**src/hdl/double_precision_pack_round_unit_defines.svh**
```systemverilog
// ----------------------------------------------------------------------------
// Assertion macros for the double precision pack and round unit
// Clocked, reset-qualified implication checks shared by the RTL.
// ----------------------------------------------------------------------------
`ifndef DOUBLE_PRECISION_PACK_ROUND_UNIT_DEFINES_SVH
`define DOUBLE_PRECISION_PACK_ROUND_UNIT_DEFINES_SVH

// Same-cycle implication, disabled while reset is asserted.
`define DPPR_ASSERT_NOW(label, clk, rst_n, ante, cons, msg) \
    label: assert property (@(posedge clk) disable iff (!rst_n) \
        (ante) |-> (cons)) else $error(msg);

// Next-cycle implication, disabled while reset is asserted.
`define DPPR_ASSERT_NEXT(label, clk, rst_n, ante, cons, msg) \
    label: assert property (@(posedge clk) disable iff (!rst_n) \
        (ante) |=> (cons)) else $error(msg);

`endif

```
**src/hdl/dppr_pkg.sv**
```systemverilog
// ----------------------------------------------------------------------------
// dppr_pkg
// Types and constants for the binary64 pack and round pipeline.
// ----------------------------------------------------------------------------
package dppr_pkg;

    // input class codes
    localparam logic [1:0] CLS_FINITE = 2'd0;
    localparam logic [1:0] CLS_ZERO   = 2'd1;
    localparam logic [1:0] CLS_INF    = 2'd2;
    localparam logic [1:0] CLS_NAN    = 2'd3;

    localparam int unsigned EXP_W  = 11;
    localparam int unsigned FRAC_W = 52;
    localparam int unsigned SIG_W  = 64;
    localparam int unsigned SHAMT_W = 6;

    localparam logic signed [31:0] EXP_MIN_NORMAL = -32'sd1022;
    localparam logic signed [31:0] EXP_OVERFLOW   = 32'sd1024;
    localparam logic signed [32:0] MAX_SUB_SHIFT  = 33'sd56;

    localparam logic [EXP_W-1:0] EXP_BIAS     = 11'h3ff;
    localparam logic [EXP_W-1:0] EXP_ALL_ONES = 11'h7ff;

    localparam logic [7:0] GUARD_HALF = 8'h80;
    localparam logic [7:0] GUARD_INC  = 8'h7f;

    // what the back end of the pipe has to do with an item
    typedef enum logic [2:0] {
        PK_ZERO,
        PK_INF,
        PK_NAN,
        PK_NORM,
        PK_SUB
    } pack_kind_t;

endpackage

```
**src/hdl/double_precision_pack_round_unit.sv**
```systemverilog
// ----------------------------------------------------------------------------
// double_precision_pack_round_unit
// Packs an unpacked double into IEEE-754 binary64, round to nearest even.
// ----------------------------------------------------------------------------
// Fully pipelined: one transaction accepted per cycle while in_stall is low;
// the result passes the decode, subnormal shift, and round and pack stages,
// each stage a register. Throughput is one result per cycle while out_stall
// is low; stalls on the output only back up the pipe, and empty stages are
// filled even while the output stalls, so in_stall rises only when all three
// stages hold a transaction. There is no kept state between transactions.
//
// Stage 1 classifies the operand: NaN, infinity, zero (class zero, zero
// significand, or an exponent so small the shift would exceed 56 bits),
// overflow to infinity (exponent of 1024 or more), subnormal, or normal.
// Stage 2 performs the subnormal right shift, folding shifted-out ones into
// bit 0 as a sticky bit. Stage 3 rounds on the 8 guard bits (ties to even),
// renormalizes on carry-out and assembles the two output words.
// ----------------------------------------------------------------------------
`include "double_precision_pack_round_unit_defines.svh"

module double_precision_pack_round_unit
(
    input  logic               clk,
    input  logic               rst_n,

    input  logic               in_valid,
    output logic               in_stall,
    input  logic [1:0]         value_class,
    input  logic               sign_bit,
    input  logic signed [31:0] unbiased_exponent,
    input  logic [63:0]        significand,

    output logic               out_valid,
    input  logic               out_stall,
    output logic [31:0]        packed_upper,
    output logic [31:0]        packed_lower
);
    import dppr_pkg::*;

    // ------------------------------------------------------------------
    // Pipeline advance: a stage loads when it is empty or the next one
    // loads. Bubbles collapse, so nothing is dropped or duplicated.
    // ------------------------------------------------------------------
    logic s1_valid_reg, s2_valid_reg, s3_valid_reg;
    logic adv1, adv2, adv3;

    assign adv3     = !s3_valid_reg || !out_stall;
    assign adv2     = !s2_valid_reg || adv3;
    assign adv1     = !s1_valid_reg || adv2;
    assign in_stall = !adv1;

    // ------------------------------------------------------------------
    // Stage 1: classify, compute biased exponent and subnormal shift
    // ------------------------------------------------------------------
    pack_kind_t          s1_kind_reg, s1_kind_next;
    logic                s1_sign_reg;
    logic [EXP_W-1:0]    s1_biased_reg, s1_biased_next;
    logic [SHAMT_W-1:0]  s1_shamt_reg, s1_shamt_next;
    logic [SIG_W-1:0]    s1_sig_reg;

    logic signed [32:0]  sub_dist;

    always_comb
    begin
        sub_dist       = 33'(EXP_MIN_NORMAL) - {unbiased_exponent[31], unbiased_exponent};
        s1_kind_next   = PK_ZERO;
        s1_biased_next = unbiased_exponent[EXP_W-1:0] + EXP_BIAS;
        s1_shamt_next  = '0;
        case (value_class)
            CLS_NAN:  s1_kind_next = PK_NAN;
            CLS_INF:  s1_kind_next = PK_INF;
            CLS_ZERO: s1_kind_next = PK_ZERO;
            CLS_FINITE:
            begin
                if (significand == '0)
                    s1_kind_next = PK_ZERO;
                else if (unbiased_exponent >= EXP_OVERFLOW)
                    s1_kind_next = PK_INF;
                else if (unbiased_exponent < EXP_MIN_NORMAL)
                begin
                    // beyond 56 bits the rounded result is zero anyway
                    if (sub_dist > MAX_SUB_SHIFT)
                        s1_kind_next = PK_ZERO;
                    else
                    begin
                        s1_kind_next  = PK_SUB;
                        s1_shamt_next = sub_dist[SHAMT_W-1:0];
                    end
                end
                else
                    s1_kind_next = PK_NORM;
            end
            default:  s1_kind_next = PK_ZERO;
        endcase
    end

    always_ff @(posedge clk or negedge rst_n)
    begin
        if (!rst_n)
            s1_valid_reg <= 1'b0;
        else if (adv1)
            s1_valid_reg <= in_valid;
    end

    always_ff @(posedge clk)
    begin
        if (adv1 && in_valid)
        begin
            s1_kind_reg   <= s1_kind_next;
            s1_sign_reg   <= sign_bit;
            s1_biased_reg <= s1_biased_next;
            s1_shamt_reg  <= s1_shamt_next;
            s1_sig_reg    <= significand;
        end
    end

    // ------------------------------------------------------------------
    // Stage 2: sticky right shift (zero shift for all but subnormals)
    // ------------------------------------------------------------------
    pack_kind_t          s2_kind_reg;
    logic                s2_sign_reg;
    logic [EXP_W-1:0]    s2_biased_reg;
    logic [SIG_W-1:0]    s2_sig_reg, s2_sig_next;

    logic [SIG_W-1:0]    shift_mask;
    logic                sticky;

    always_comb
    begin
        shift_mask  = (64'd1 << s1_shamt_reg) - 64'd1;
        sticky      = |(s1_sig_reg & shift_mask);
        s2_sig_next = (s1_sig_reg >> s1_shamt_reg) | {63'd0, sticky};
    end

    always_ff @(posedge clk or negedge rst_n)
    begin
        if (!rst_n)
            s2_valid_reg <= 1'b0;
        else if (adv2)
            s2_valid_reg <= s1_valid_reg;
    end

    always_ff @(posedge clk)
    begin
        if (adv2 && s1_valid_reg)
        begin
            s2_kind_reg   <= s1_kind_reg;
            s2_sign_reg   <= s1_sign_reg;
            s2_biased_reg <= s1_biased_reg;
            s2_sig_reg    <= s2_sig_next;
        end
    end

    // ------------------------------------------------------------------
    // Stage 3: round to nearest even on guard bits, renormalize, pack
    // ------------------------------------------------------------------
    pack_kind_t          s3_kind_reg;
    logic [31:0]         s3_upper_reg, s3_upper_next;
    logic [31:0]         s3_lower_reg, s3_lower_next;

    logic [SIG_W-1:0]    round_inc;
    logic [SIG_W-1:0]    rounded;
    logic [EXP_W-1:0]    exp_field;
    logic [FRAC_W-1:0]   frac_field;

    always_comb
    begin
        if (s2_sig_reg[7:0] == GUARD_HALF)
            round_inc = s2_sig_reg[8] ? {56'd0, GUARD_HALF} : '0;
        else
            round_inc = {56'd0, GUARD_INC};
        rounded    = s2_sig_reg + round_inc;
        exp_field  = '0;
        frac_field = '0;
        case (s2_kind_reg)
            PK_NAN:
            begin
                exp_field  = EXP_ALL_ONES;
                frac_field = s2_sig_reg[FRAC_W-1:0];
                frac_field[FRAC_W-1] = 1'b1;   // quiet
            end
            PK_INF:  exp_field = EXP_ALL_ONES;
            PK_ZERO: exp_field = '0;
            PK_SUB:
            begin
                exp_field  = (rounded[63:60] != 4'd0) ? 11'd1 : 11'd0;
                frac_field = rounded[59:8];
            end
            PK_NORM:
            begin
                if (rounded[63:61] != 3'd0)
                begin
                    exp_field  = s2_biased_reg + 11'd1;
                    frac_field = rounded[60:9];
                end
                else
                begin
                    exp_field  = s2_biased_reg;
                    frac_field = rounded[59:8];
                end
            end
            default: exp_field = '0;
        endcase
        s3_upper_next = {s2_sign_reg, exp_field, frac_field[FRAC_W-1:32]};
        s3_lower_next = frac_field[31:0];
    end

    always_ff @(posedge clk or negedge rst_n)
    begin
        if (!rst_n)
            s3_valid_reg <= 1'b0;
        else if (adv3)
            s3_valid_reg <= s2_valid_reg;
    end

    always_ff @(posedge clk)
    begin
        if (adv3 && s2_valid_reg)
        begin
            s3_kind_reg  <= s2_kind_reg;
            s3_upper_reg <= s3_upper_next;
            s3_lower_reg <= s3_lower_next;
        end
    end

    assign out_valid    = s3_valid_reg;
    assign packed_upper = s3_upper_reg;
    assign packed_lower = s3_lower_reg;

    // ------------------------------------------------------------------
    // Checks
    // ------------------------------------------------------------------
    `DPPR_ASSERT_NOW(a_stall_only_full, clk, rst_n, in_stall,
        s1_valid_reg && s2_valid_reg && s3_valid_reg,
        "input stalled while pipeline has a free stage")

    `DPPR_ASSERT_NEXT(a_s2_held, clk, rst_n,
        s2_valid_reg && s3_valid_reg && out_stall,
        s2_valid_reg, "stage 2 transaction lost under output stall")

    `DPPR_ASSERT_NOW(a_nan_quiet, clk, rst_n,
        s3_valid_reg && (s3_kind_reg == PK_NAN),
        packed_upper[30:19] == 12'hfff, "NaN result not quiet")

    `DPPR_ASSERT_NOW(a_sub_exp, clk, rst_n,
        s3_valid_reg && (s3_kind_reg == PK_SUB),
        packed_upper[30:21] == 10'd0, "subnormal result exponent above one")

endmodule
```
**config.mk**
```make
export PLATFORM = sky130hd
export DESIGN_NAME = double_precision_pack_round_unit
export DESIGN_NICKNAME = d
export VERILOG_FILES = /design/src/hdl/dppr_pkg.sv /design/src/hdl/double_precision_pack_round_unit.sv
export VERILOG_INCLUDE_DIRS = /design/src /design/src/hdl
export SDC_FILE = /design/constraint.sdc
export NUM_CORES = 1
export LEC_CHECK = 0
export BUFFER_PORTS_ARGS = -buffer_cell sky130_fd_sc_hd__buf_2
export CAP_MARGIN = 25
export CORE_UTILIZATION = 40
export CTS_CLUSTER_DIAMETER = 30
export DETAILED_ROUTE_END_ITERATION = 10
export PLACE_DENSITY = 0.55
export SLEW_MARGIN = 25
export SYNTH_ARGS = -nofsm -noshare
export SYNTH_HDL_FRONTEND = slang
export SYNTH_SLANG_ARGS = --single-unit
```
**constraint.sdc**
```tcl
create_clock -name clk -period 7.7 [get_ports clk]
set_clock_uncertainty 0.2 [all_clocks]
set_input_delay 0.385 -clock clk [delete_from_list [all_inputs] [get_ports clk]]
set_output_delay 0.385 -clock clk [all_outputs]
set_load 0.02 [all_outputs]
```
==> run summary <==
STATUS
----------------------------------------------------------------------------------------
Outcome                                                                     complete, no violations

CLOCK TREE
----------------------------------------------------------------------------------------
Count of clock tree sinks                                                            231
Number of levels the H-tree was split into                                             2
Quantity of gates resized following cts                                                0
Number of buffers added to fix hold violations after cts                              77
Clock buffer depth                                                                     3
Worst-skew pair later-pin latency                                                0.57 ns
TritonCTS clock tree                                                                done
Number of buffers inserted to repair setup after CTS                                   0
Clock-pin transition on the worst setup and hold timing paths                    0.05 ns
Number of buffers created by CTS                                                      48
CTS Root Buffer Type                                                        sky130_fd_sc_hd__clkbuf_16

PWR
----------------------------------------------------------------------------------------
Comb power frac                                                                    20.2%
Sequential fraction of design power                                                36.6%
Psw                                                                              1420 uW
PD cells                                                                      236 nW/um2
VDD IR-drop max                                                                   196 uV
Clk network pwr share                                                              43.2%
Reported leakage power                                                        0.00720 uW
Cell Int Power                                                                   3240 uW
Switching share of power                                                           30.5%

PLACE
----------------------------------------------------------------------------------------
Post-detailed-placement half-perimeter wirelength                               38900 um
Count of buffers from port buffering                                                 168
Setup slack after placement                                                      2.59 ns
Routability congestion estimate from global placement                               1.02
Cells after DPL                                                                     2241

GLOBAL ROUTE
----------------------------------------------------------------------------------------
Global Route Usage Sum                                                             25.6%
Met2 Resource Use GR                                                               40.0%
Maximum number of pins on one net before global-route repair                          80
First-pass GRT wire length                                                      80900 um
Antenna violations before repair                                                       0
Vias in the first global route                                                     13700
Global-route met1 utilization                                                      34.9%
Global-route met3 utilization                                                      4.16%
Layer with the highest usage after global routing                                   met2
GRT overflow                                                                           0

WORST SETUP PATH
----------------------------------------------------------------------------------------
Reg2Reg Depth                                                                         12
Setup slack of the worst register-to-register path                               2.64 ns
Largest fanout of any net on the critical path                                        45
Crit end category                                                               register
Endpoint of the worst-slack reg-to-reg timing path                          packed_upper[14]
Launching point of the worst reg2reg path                                   s2_sig_reg[0]
Required time of the worst setup path                                            7.79 ns
CP Class                                                                      reg -> reg
Data arrival at the endpoint of the critical path                                5.16 ns
Startpoint class of the critical path                                           register

TIMING
----------------------------------------------------------------------------------------
Setup TNS                                                                           0 ns
Total count of hold-check failures in the final report                                 0
Number of setup violations in the final report                                         0
Max-slew violation count                                                               0
Minimum period implied by the final worst setup slack                            5.06 ns
Pin slew with the least headroom to its limit                                   0.972 ns
Setup repair after global routing missed its margin                                   no
Timing-limited maximum frequency                                               0.198 GHz
Ratio of final minimum period to clock period                                      65.8%
Post-layout worst setup margin                                                   2.64 ns
Relative slew slack                                                                35.2%

WORST HOLD PATH
----------------------------------------------------------------------------------------
End of the worst hold path                                                  s1_biased_reg[7]
Worst min path class                                                           in -> reg
Launch instance of the worst min-delay path                                 unbiased_exponent[7]
Worst hold path depth                                                                  2

LAYOUT
----------------------------------------------------------------------------------------
Net total in the final layout                                                       1957
Number of inserted diodes                                                              0
Layout Area Growth over Synthesis                                                  22.6%
Utilization of the core after routing                                              49.8%
Fraction of layout cells with a size suffix above 1                                19.8%
Number of non-filler instances in the completed layout                              2407

SYNTHESIS
----------------------------------------------------------------------------------------
Area of the mapped netlist                                                     16100 um2
Proportion of synthesized flip-flops having asynchronous set or reset              1.30%
Post-synthesis net count                                                            1745
Post-synthesis area per instance                                                9.89 um2
Fraction of the yosys area taken by sequential cells                               42.9%
Cells after synthesis                                                               1631
Count of flip-flops with a built-in enable after synthesis                           228
Number of storage elements in the synthesis netlist                                  231
Number of distinct standard cells referenced by the synthesized netlist               80
Synth Warn #                                                                           0
Ys flop type                                                                sky130_fd_sc_hd__edfxtp_1

FLOORPLAN
----------------------------------------------------------------------------------------
Initial core utilization                                                           40.6%
Horizontal die dimension                                                          203 um
Floorplan Core Area                                                            39700 um2
Die Outline Area                                                               41100 um2
Row count                                                                             73
Height of the die                                                                 203 um
Number of top-level design ports                                                     169

DETAILED ROUTING
----------------------------------------------------------------------------------------
Count of unresolved DRC violations after routing                                       0
Remaining number of nets flagged by the antenna check after routing                    0
WL/cell                                                                          22.1 um
Detailed-route vias per instance                                                    6.04
Final WL                                                                        53300 um
Iteration-0 DRC count of the detailed router                                        1583
Number of search-and-repair iterations in the first detailed-routing pass              5
Routed vias                                                                        14500

FLOW RUN
----------------------------------------------------------------------------------------
Maximum capacitance violations                                                         0

[power by group through the flow]
stage | Sequential (uW) | Clock, uW | Combinational (uW)
after global placement | 1730 | 0 | 898
after global routing | 1720 | 2110 | 1020
after floorplan | 1730 | 0 | 575
after CTS | 1700 | 2060 | 932
after detailed placement | 1730 | 0 | 899
final | 1710 | 2020 | 942
[through the flow]
| stage | instance area, um2 | power [uW] | hold WS, ns |
|---|---|---|---|
| floorplan | 16100 | 2310 | -0.111 |
| global placement | 17400 | 2620 | -0.0176 |
| detailed placement | 17400 | 2620 | -0.0156 |
| CTS | 19800 | 4690 | 0.00232 |
| global route | 19800 | 4850 | 0.0152 |
| finish | 19800 | 4670 | 0.0442 |
[cells in the mapped netlist (all sizes together), types with 4 or more instances]
cell type	count	share of area (%)
mux2	8	0.56
o22ai	21	0.81
and4	12	0.65
a211oi	10	0.47
nor2b	10	0.39
edfxtp	228	42
a22oi	5	0.23
ha	11	0.85
a32oi	5	0.27
a2bb2oi	5	0.27
inv	23	0.54
a311oi	8	0.43
and3	27	1.0
a2111oi	6	0.36
nand2	257	6.0
nor3b	4	0.26
nor3	32	0.99
a31oi	20	0.78
buf	48	1.5
or3	11	0.46
o221ai	49	2.7
a21oi	71	2.2
nor2	161	3.7
a221o	5	0.31
mux2i	44	2.7
a211o	7	0.38
or4	8	0.37
o211ai	9	0.42
a311o	4	0.25
xor2	37	2.0
a21o	7	0.33
nand2b	13	0.50
xnor2	42	2.3
clkbuf	64	1.5
o21ai	69	2.1
mux4	68	9.5
nand3	58	1.8
and2	22	0.85
or2	4	0.16
nand4	33	1.3
nor4	36	1.4
a21boi	9	0.42
o31ai	7	0.33
o21a	9	0.42
[cell families after synthesis]
| group | Yosys count | share of synthesized area, % |
|---|---|---|
| buffers and inverters | 136 | 3.51 |
| AO/OA/AOI/OAI | 352 | 15.0 |
| adder cells (fa/ha/maj) | 13 | 0.977 |
| flip-flops | 231 | 42.9 |
| XOR/XNOR | 79 | 4.29 |
| multiplexers | 120 | 12.8 |
| AND/OR/NAND/NOR | 700 | 20.6 |
[final cells by class]
class,instances,area [um2]
Timing Repair Buffer,274,1830
Clock buffer,54,1240
Inverter,24,90.1
Tap cell,525,657
Sequential cell,231,6920
Fill cell,3734,19900
Clock inverter,35,375
Multi-Input combinational cell,1264,8670
[worst max-delay path by stage]
stage                              from          endpoint  slack (ns)  depth (start not counted)
final                     s2_sig_reg[0]  packed_upper[14]        2.64                         12
after floorplan               out_valid   packed_lower[0]        1.74                          1
after global placement    s2_sig_reg[0]  packed_upper[19]        2.63                         12
after CTS                 s2_sig_reg[0]  packed_upper[14]        2.60                         12
after detailed placement  s2_sig_reg[0]  packed_upper[14]        2.59                         12
after global routing      s2_sig_reg[0]  packed_upper[14]        2.23                         12
[worst max-delay path, cell delays in order (launching register included)]
cell                        delay (ns)
sky130_fd_sc_hd__edfxtp_1         0.51
sky130_fd_sc_hd__nor4b_1          0.46
sky130_fd_sc_hd__nand3_1          0.28
sky130_fd_sc_hd__ha_1             0.39
sky130_fd_sc_hd__nand2_1          0.10
sky130_fd_sc_hd__a211o_1          0.35
sky130_fd_sc_hd__a2111oi_2        0.60
sky130_fd_sc_hd__a21boi_0         0.27
sky130_fd_sc_hd__nor3b_4          0.36
sky130_fd_sc_hd__nand2_2          0.41
sky130_fd_sc_hd__nand2_1          0.18
sky130_fd_sc_hd__buf_4            0.41
sky130_fd_sc_hd__o221ai_1         0.22
[metal layers]
| layer | up-vias | wire, um |
|---|---|---|
| li1 | 6731 | - |
| met1 | 6960 | 22800 |
| met2 | 705 | 24300 |
| met3 | 147 | 3860 |
| met4 | 0 | 2360 |
| met5 | - | 0 |
[layout by cell type (no fill, tap or decap), drive strengths merged, types with 13 or more instances in the layout]
cell / Yosys / routed
and2: 22 / 22
edfxtp: 228 / 228
xnor2: 42 / 42
nor4: 36 / 36
mux2i: 44 / 44
nand2: 257 / 257
clkbuf: 64 / 54
o21ai: 69 / 69
a31oi: 20 / 20
nand4: 33 / 33
xor2: 37 / 37
mux4: 68 / 68
buf: 48 / 197
o22ai: 21 / 21
a21oi: 71 / 71
dlygate4sd3: 0 / 77
nor2: 161 / 161
nor3: 32 / 32
o221ai: 49 / 49
clkinv: 1 / 18
inv: 23 / 31
nand2b: 13 / 13
and3: 27 / 27
nand3: 58 / 58
No activity file was read; power rests on OpenSTA's default activity.
